[config.mk]
export PLATFORM = sky130hd
export DESIGN_NAME = sorted_timeout_timer_queue_core
export DESIGN_NICKNAME = d
export VERILOG_FILES = /design/src/stq_pkg.sv /design/src/sorted_timeout_timer_queue_core.sv /design/src/stq_cell.sv
export SDC_FILE = /design/constraint.sdc
export NUM_CORES = 2
export LEC_CHECK = 0
export ABC_AREA = 0
export BUFFER_PORTS_ARGS = -buffer_cell sky130_fd_sc_hd__buf_2
export CORE_MARGIN = 2
export CORE_UTILIZATION = 50
export DETAILED_ROUTE_END_ITERATION = 7
export GPL_TIMING_DRIVEN = 0
export MAX_ROUTING_LAYER = met4
export PLACE_DENSITY = 0.66
export SLEW_MARGIN = 20
export SYNTH_ARGS = -nofsm -noshare
export SYNTH_HDL_FRONTEND = slang
export SYNTH_HIERARCHICAL = 1
export SYNTH_SLANG_ARGS = --single-unit
[constraint.sdc]
create_clock -name clock -period 10.9 [get_ports clock]
set_input_delay 1.635 -clock clock [delete_from_list [all_inputs] [get_ports clock]]
set_output_delay 1.635 -clock clock [all_outputs]
set_load 0.01 [all_outputs]
[src/stq_pkg.sv]
// Shared types and constants for the sorted timeout timer queue.
// No dependencies; used by stq_cell and sorted_timeout_timer_queue_core.
package stq_pkg;

   localparam int NUM_TIMERS = 16;
   localparam int SLOT_W     = 4;
   localparam int DL_W       = 32;
   localparam int MAX_OUT    = 16;
   localparam int CNT_W      = $clog2(MAX_OUT + 1);

   typedef enum logic [2:0] {
      ACT_ALLOC = 3'd0,
      ACT_FREE  = 3'd1,
      ACT_BIND  = 3'd2,
      ACT_START = 3'd3,
      ACT_TICK  = 3'd4
   } action_type;

   typedef enum logic [1:0] {
      ST_DONE    = 2'd0,
      ST_NOFREE  = 2'd1,
      ST_WRONG   = 2'd2,
      ST_EXPIRED = 2'd3
   } status_type;

   typedef enum logic [1:0] {
      SLOT_FREE  = 2'd0,
      SLOT_ALLOC = 2'd1,
      SLOT_RUN   = 2'd2
   } slot_state_type;

   typedef enum logic [1:0] {
      CELL_HOLD   = 2'd0,
      CELL_INSERT = 2'd1,
      CELL_SHIFT  = 2'd2
   } cell_cmd_type;

   typedef enum logic {
      FSM_IDLE   = 1'b0,
      FSM_EXPIRE = 1'b1
   } fsm_type;

   typedef struct packed {
      logic              valid;
      logic [SLOT_W-1:0] slot;
      logic [DL_W-1:0]   dl;
   } entry_type;

endpackage

[src/sorted_timeout_timer_queue_core.sv]
// Timer pool with a chain of cells that keeps running timers in deadline order.
// Allocate, free, bind and start give their beat from the result register in the cycle after accept.
// A tick blocks requests while due timers expire, one beat each; the first beat comes
// from the expiry state after the tick is accepted; a tick gives at most 16 beats.
// One request per cycle when not stalled, except ticks; the chain inserts in parallel.
// Reset clears slot states, the chain, the tick count and the result valid bit.
// Depends on stq_pkg and stq_cell.
module sorted_timeout_timer_queue_core (
   input  logic                          clock,
   input  logic                          reset,
   input  logic                          req_valid,
   output logic                          req_stall,
   input  logic [2:0]                    req_action,
   input  logic [stq_pkg::SLOT_W-1:0]    req_slot,
   input  logic [31:0]                   req_timeout,
   input  logic [31:0]                   req_data,
   input  logic [2:0]                    req_queue,
   output logic                          rsp_valid,
   input  logic                          rsp_stall,
   output logic [1:0]                    rsp_status,
   output logic [stq_pkg::SLOT_W-1:0]    rsp_slot_out,
   output logic [2:0]                    rsp_queue_out,
   output logic [31:0]                   rsp_data_out,
   output logic                          rsp_last
);
   import stq_pkg::*;

   fsm_type                fsm_ff, fsm_in;
   logic [CNT_W-1:0]       cnt_ff, cnt_in;
   logic [DL_W-1:0]        tick_ff, tick_in;
   slot_state_type         sst_ff [NUM_TIMERS];
   slot_state_type         sst_in [NUM_TIMERS];
   logic [31:0]            pay_ff [NUM_TIMERS];
   logic [2:0]             que_ff [NUM_TIMERS];
   logic                   bind_we;

   logic                   rv_ff, rv_in;
   status_type             rs_ff, rs_in;
   logic [SLOT_W-1:0]      rslot_ff, rslot_in;
   logic [2:0]             rq_ff, rq_in;
   logic [31:0]            rd_ff, rd_in;
   logic                   rl_ff, rl_in;

   cell_cmd_type           cmd;
   entry_type              new_ent;
   entry_type              ents [NUM_TIMERS];
   logic                   keeps [NUM_TIMERS];

   logic                   out_free, acc, in_range, found, due0, due1;
   logic [SLOT_W-1:0]      free_idx;

   assign out_free  = !rv_ff || !rsp_stall;
   assign req_stall = !(fsm_ff == FSM_IDLE && out_free);
   assign acc       = req_valid && !req_stall;
   assign in_range  = {1'b0, req_slot} < (SLOT_W + 1)'(NUM_TIMERS);
   assign new_ent   = '{valid: 1'b1, slot: req_slot, dl: req_timeout + tick_ff};

   always_comb begin
      found    = 1'b0;
      free_idx = '0;
      for (int i = NUM_TIMERS - 1; i >= 0; i--) begin
         if (sst_ff[i] == SLOT_FREE) begin
            found    = 1'b1;
            free_idx = SLOT_W'(i);
         end
      end
   end

   assign due0 = ents[0].valid && (ents[0].dl <= tick_ff) && (cnt_ff < CNT_W'(MAX_OUT));
   assign due1 = ents[1].valid && (ents[1].dl <= tick_ff) &&
                 (cnt_ff + CNT_W'(1) < CNT_W'(MAX_OUT));

   for (genvar g = 0; g < NUM_TIMERS; g++) begin : g_cell
      stq_cell u_cell (
         .clock     (clock),
         .reset     (reset),
         .cmd       (cmd),
         .prev_ent  ((g == 0) ? entry_type'('0) : ents[(g == 0) ? 0 : g - 1]),
         .next_ent  ((g == NUM_TIMERS - 1) ? entry_type'('0)
                                           : ents[(g == NUM_TIMERS - 1) ? g : g + 1]),
         .new_ent   (new_ent),
         .prev_keep ((g == 0) ? 1'b1 : keeps[(g == 0) ? 0 : g - 1]),
         .ent       (ents[g]),
         .keep      (keeps[g])
      );
   end

   always_comb begin
      fsm_in   = fsm_ff;
      cnt_in   = cnt_ff;
      tick_in  = tick_ff;
      sst_in   = sst_ff;
      bind_we  = 1'b0;
      cmd      = CELL_HOLD;
      rv_in    = rv_ff && rsp_stall;
      rs_in    = rs_ff;
      rslot_in = rslot_ff;
      rq_in    = rq_ff;
      rd_in    = rd_ff;
      rl_in    = rl_ff;
      case (fsm_ff)
         FSM_IDLE: begin
            if (acc) begin
               rv_in    = 1'b1;
               rs_in    = ST_DONE;
               rslot_in = req_slot;
               rq_in    = '0;
               rd_in    = '0;
               rl_in    = 1'b1;
               case (req_action)
                  ACT_ALLOC: begin
                     if (found) begin
                        sst_in[free_idx] = SLOT_ALLOC;
                        rslot_in         = free_idx;
                     end else begin
                        rs_in    = ST_NOFREE;
                        rslot_in = '0;
                     end
                  end
                  ACT_TICK: begin
                     rv_in   = 1'b0;
                     tick_in = tick_ff + DL_W'(1);
                     cnt_in  = '0;
                     fsm_in  = FSM_EXPIRE;
                  end
                  ACT_FREE: begin
                     if (!in_range || sst_ff[req_slot] == SLOT_RUN) begin
                        rs_in = ST_WRONG;
                     end else begin
                        sst_in[req_slot] = SLOT_FREE;
                     end
                  end
                  ACT_BIND: begin
                     if (!in_range) begin
                        rs_in = ST_WRONG;
                     end else begin
                        bind_we = 1'b1;
                     end
                  end
                  ACT_START: begin
                     if (!in_range || sst_ff[req_slot] != SLOT_ALLOC) begin
                        rs_in = ST_WRONG;
                     end else begin
                        sst_in[req_slot] = SLOT_RUN;
                        cmd              = CELL_INSERT;
                     end
                  end
                  default: begin
                     rs_in    = ST_WRONG;
                     rslot_in = '0;
                  end
               endcase
            end
         end
         FSM_EXPIRE: begin
            if (!due0) begin
               fsm_in = FSM_IDLE;
            end else if (out_free) begin
               rv_in              = 1'b1;
               rs_in              = ST_EXPIRED;
               rslot_in           = ents[0].slot;
               rq_in              = que_ff[ents[0].slot];
               rd_in              = pay_ff[ents[0].slot];
               rl_in              = !due1;
               sst_in[ents[0].slot] = SLOT_ALLOC;
               cmd                = CELL_SHIFT;
               cnt_in             = cnt_ff + CNT_W'(1);
               if (!due1) begin
                  fsm_in = FSM_IDLE;
               end
            end
         end
         default: fsm_in = FSM_IDLE;
      endcase
   end

   always_ff @(posedge clock) begin
      if (reset) begin
         fsm_ff  <= FSM_IDLE;
         cnt_ff  <= '0;
         tick_ff <= '0;
         rv_ff   <= 1'b0;
         for (int i = 0; i < NUM_TIMERS; i++) begin
            sst_ff[i] <= SLOT_FREE;
         end
      end else begin
         fsm_ff  <= fsm_in;
         cnt_ff  <= cnt_in;
         tick_ff <= tick_in;
         rv_ff   <= rv_in;
         sst_ff  <= sst_in;
      end
   end

   always_ff @(posedge clock) begin
      rs_ff    <= rs_in;
      rslot_ff <= rslot_in;
      rq_ff    <= rq_in;
      rd_ff    <= rd_in;
      rl_ff    <= rl_in;
      if (bind_we) begin
         pay_ff[req_slot] <= req_data;
         que_ff[req_slot] <= req_queue;
      end
   end

   assign rsp_valid     = rv_ff;
   assign rsp_status    = rs_ff;
   assign rsp_slot_out  = rslot_ff;
   assign rsp_queue_out = rq_ff;
   assign rsp_data_out  = rd_ff;
   assign rsp_last      = rl_ff;

`ifndef SYNTHESIS
   a_head_running: assert property (@(posedge clock) disable iff (reset)
      ents[0].valid |-> sst_ff[ents[0].slot] == SLOT_RUN)
      else $error("Head of the chain is not a running slot.");
   a_chain_packed: assert property (@(posedge clock) disable iff (reset)
      ents[1].valid |-> ents[0].valid)
      else $error("Chain has a gap at its head.");
   a_expire_stalls: assert property (@(posedge clock) disable iff (reset)
      fsm_ff == FSM_EXPIRE |-> req_stall)
      else $error("Request accepted while expiring.");
`endif

endmodule

[src/stq_cell.sv]
// One cell of the deadline-ordered chain: holds one running timer entry.
// Depends on stq_pkg.
module stq_cell (
   input  logic                 clock,
   input  logic                 reset,
   input  stq_pkg::cell_cmd_type cmd,
   input  stq_pkg::entry_type   prev_ent,
   input  stq_pkg::entry_type   next_ent,
   input  stq_pkg::entry_type   new_ent,
   input  logic                 prev_keep,
   output stq_pkg::entry_type   ent,
   output logic                 keep
);
   import stq_pkg::*;

   entry_type ent_ff;
   entry_type ent_in;

   assign ent  = ent_ff;
   assign keep = ent_ff.valid && (ent_ff.dl < new_ent.dl);

   always_comb begin
      ent_in = ent_ff;
      case (cmd)
         CELL_INSERT: begin
            if (!keep) begin
               ent_in = prev_keep ? new_ent : prev_ent;
            end
         end
         CELL_SHIFT: ent_in = next_ent;
         default:    ent_in = ent_ff;
      endcase
   end

   always_ff @(posedge clock) begin
      ent_ff.slot <= ent_in.slot;
      ent_ff.dl   <= ent_in.dl;
      if (reset) begin
         ent_ff.valid <= 1'b0;
      end else begin
         ent_ff.valid <= ent_in.valid;
      end
   end

endmodule
==> run summary <==
WP buf/inv = 6
synth unique cells = 80
Area growth syn-to-layout = 14.7%
core area = 144,000 µm²
Post-CTS Resized = 0
ys flop type = edfxtp_1
Arrival @ worst endpoint = 8.33 ns
TNS Setup = 0 ns
Clock Skews = 0.0559 ns
Async S/R FF share, synth = 0%
Pwr Total = 10.6 mW
Worst-Margin Slew = 1.18 ns
Reg clk slew, reported paths = 0.06 ns
Ports = 122
routed len/inst = 22.1 µm
DRT iter0 DRCs = 4,079
Ys Warns = 6
CTS tree = yes
root buffer cell = clkbuf_16
initial antenna violation count = 16
share of layout cells above drive strength 1 = 11.5%
Setup-failing EPs final = 0
Worst R2R Setup Slack = 3.72 ns
Avg Cell Area, Syn = 11.5 µm²
nets = 7,439
GRT overflow = 0
# port buffers = 120
Sink Count = 1,265
largest net degree at the start of global routing = 60
DR pass1 iterations = 6
clock buffer depth = 3
Critical Path, Cell by Cell = buf_2 > ha_1 > clkbuf_1 > o21a_1 > o21ai_0 > a211oi_1 > a21boi_0 > o31ai_1 > a21boi_0 > a41oi_1 > a21oi_1 > xor2_4 > buf_16 > inv_1 > ha_1 > nand4_2 > nor2_1 > a22oi_1 > nand4b_1 > nor2_2 > buf_2 > buf_1 > mux2i_1 > o21ai_0
worst reg-to-reg path cell count = 23
Rows = 139
crit path kind = in -> reg
CTS Buf Count = 142
LEAKAGE = 29.7 nW
fin crit period = 7.81 ns
H-tree depth = 4
Die Y = 385 µm
Post-Syn Instances = 6,306
hold_sp = cnt_ff[4]$_SDFFE_PP0P_
status = completed
Final ANT Viol Nets = 0
Yosys reg bits = 1,265
global-route wire length before repair = 299,000 µm
Crit-path slowest cell = a21boi_0
period utilization = 71.7%
cts hold-fix bufs = 0
final RePlAce weighted congestion = 0.894
effective utilization at floorplan = 50.5%
power per cell area = 127 nW/µm²
Hold Path Depth = 2
worst r2r dst = g_cell[10].u_cell/ent[22]$_DFFE_PP_
final hold violations = 0
RSZ-0062 raised after global routing = no
Seq/Total Area, Yosys = 51.0%
Die W = 385 µm
via count = 51,500
fill cell count = 11,900
crit end category = register
Hold Path Class = reg -> reg
Synth Cell Area = 72,700 µm²
die area = 148,000 µm²
vias in the first global route = 51,800
Worst EP required = 11.42 ns
Critical Path Source Type = input pin
postcts setup bufs = 0
Final Max Tran Viols = 0
DR DRC count = 0
Slew headroom = 20.1%
Max Freq = 128 MHz
Worst R2R Start = tick_ff[15]$_SDFFE_PP0P_
Clock Latency Late Sink = 0.82 ns
Crit Path Max Fanout = 25
DR vias/cell = 5.85
Post-synth EDFFs = 1,178
max_cap viols = 0
Detail Placement HPWL = 143,000 µm
Detailed Route WL = 194,000 µm
GR Util All Layers = 26.7%
kind of cell adding the most delay to the critical path = compound AO/OA/AOI/OAI gates
worst ir drop on vdd = 0.152 mV
Min-Delay Endpoint = cnt_ff[4]$_SDFFE_PP0P_
Crit path largest cell delay = 0.65 ns
per-stage QoR:
step           util [%]  cells  hold WS [ns]  instance area [µm²]  setup slack [ns]
2_1_floorplan         -   6395         0.457                73000              1.48
3_3_place_gp       52.8   8418         0.468                76000             -4.97
3_5_place_dp       54.6   8526         0.476                78700              2.36
4_1_cts            57.9   8786         0.484                83300              3.16
5_1_grt            57.9   8799         0.507                83400              2.57
6_report           57.9   8799         0.481                83400              3.09
area by class of cell:
cell class              instances  area (µm²)  share of cell area (%)
clock inverters                71         895                    1.07
clock buffers                 189        3760                    4.51
well taps                    1903        2380                    2.86
diodes                         13        32.5                  0.0390
flip-flops and latches       1265       37100                    44.5
plain buffers                 268        1130                    1.35
inverters                     555        2080                    2.50
multi-input cells            4307       33300                    40.0
repair buffers                228        2640                    3.16
cell usage in the layout, fill, tap and decap left out, drive strengths merged, types with 49 or more instances in the layout:
cell    synthesis  routed
clkbuf        177     372
mux4          185     185
nand4         109     109
inv           555     559
nor2          179     179
buf            91     313
conb            2      91
xnor2          50      50
nand2b         72      72
ha            593     593
nor3           51      51
clkinv          0      56
nand3          49      49
nand2         809     809
edfxtp       1178    1178
mux2i         595     595
o21ai         737     737
a21oi         333     333
dfxtp          87      87
metal layers:
metal	global-route usage [%]	share of wire (%)	vias to the layer above
li1	-	-	24200
met1	34.6	43	25400
met2	44.2	49	1499
met3	3.60	5.4	291
met5	-	0	-
met4	7.01	2.3	0
cells in the mapped netlist, drive strengths merged, types with 87 or more instances:
master,number,area (µm²)
mux4,185,4170
ha,593,7420
mux2i,595,5960
o21ai,737,3690
edfxtp,1178,35400
inv,555,2080
a21oi,333,1690
clkbuf,177,666
dfxtp,87,1740
nand2,809,3040
buf,91,442
nor2,179,682
nand4,109,707
logic make-up after synthesis:
group	count (synthesis)	synth area share, %
AO/OA/AOI/OAI	1308	10.3
XOR/XNOR	58	0.699
multiplexers	792	14.1
flip-flops	1265	51.0
buffers and inverters	823	4.39
AND/OR/NAND/NOR	1463	9.24
adder cells (fa/ha/maj)	595	10.2
other	2	0.0103
worst min-delay path, stage by stage, from the launching register on:
cell	delay [ns]
dfxtp_1	0.32
nand2_1	0.06
a21oi_1	0.05
where the power goes:
part	switching (mW)	total, mW	internal (mW)
Clock	2.12	4.81	2.69
Combinational	0.341	0.529	0.188
Sequential	0.00663	5.29	5.28
registers in the layout, indices dropped and copies added, names as in the netlist, 3 cells and up:
register / count
cnt_ff: 5
pay_ff: 512
sst_ff: 32
que_ff: 48
tick_ff: 32
rsp_data_out: 32
rsp_queue_out: 3
g_cell.u_cell/ent: 592
rsp_slot_out: 4
worst max-delay path by stage:
| stage | start | to | slack (ns) | cells after the start |
|---|---|---|---|---|
| final | req_timeout[15] | g_cell[10].u_cell/ent[22]$_DFFE_PP_ | 3.09 | 24 |
| after global routing | req_timeout[15] | g_cell[15].u_cell/ent[24]$_DFFE_PP_ | 2.57 | 24 |
| after floorplan | req_slot[0] | g_cell[6].u_cell/ent[0]$_DFFE_PP_ | 1.48 | 7 |
| after global placement | req_slot[0] | g_cell[0].u_cell/ent[9]$_DFFE_PP_ | -4.97 | 8 |
| after CTS | req_timeout[15] | g_cell[5].u_cell/ent[22]$_DFFE_PP_ | 3.16 | 24 |
| after detailed placement | req_timeout[15] | g_cell[10].u_cell/ent[17]$_DFFE_PP_ | 2.36 | 24 |
Power figures use the tool's default switching activity.
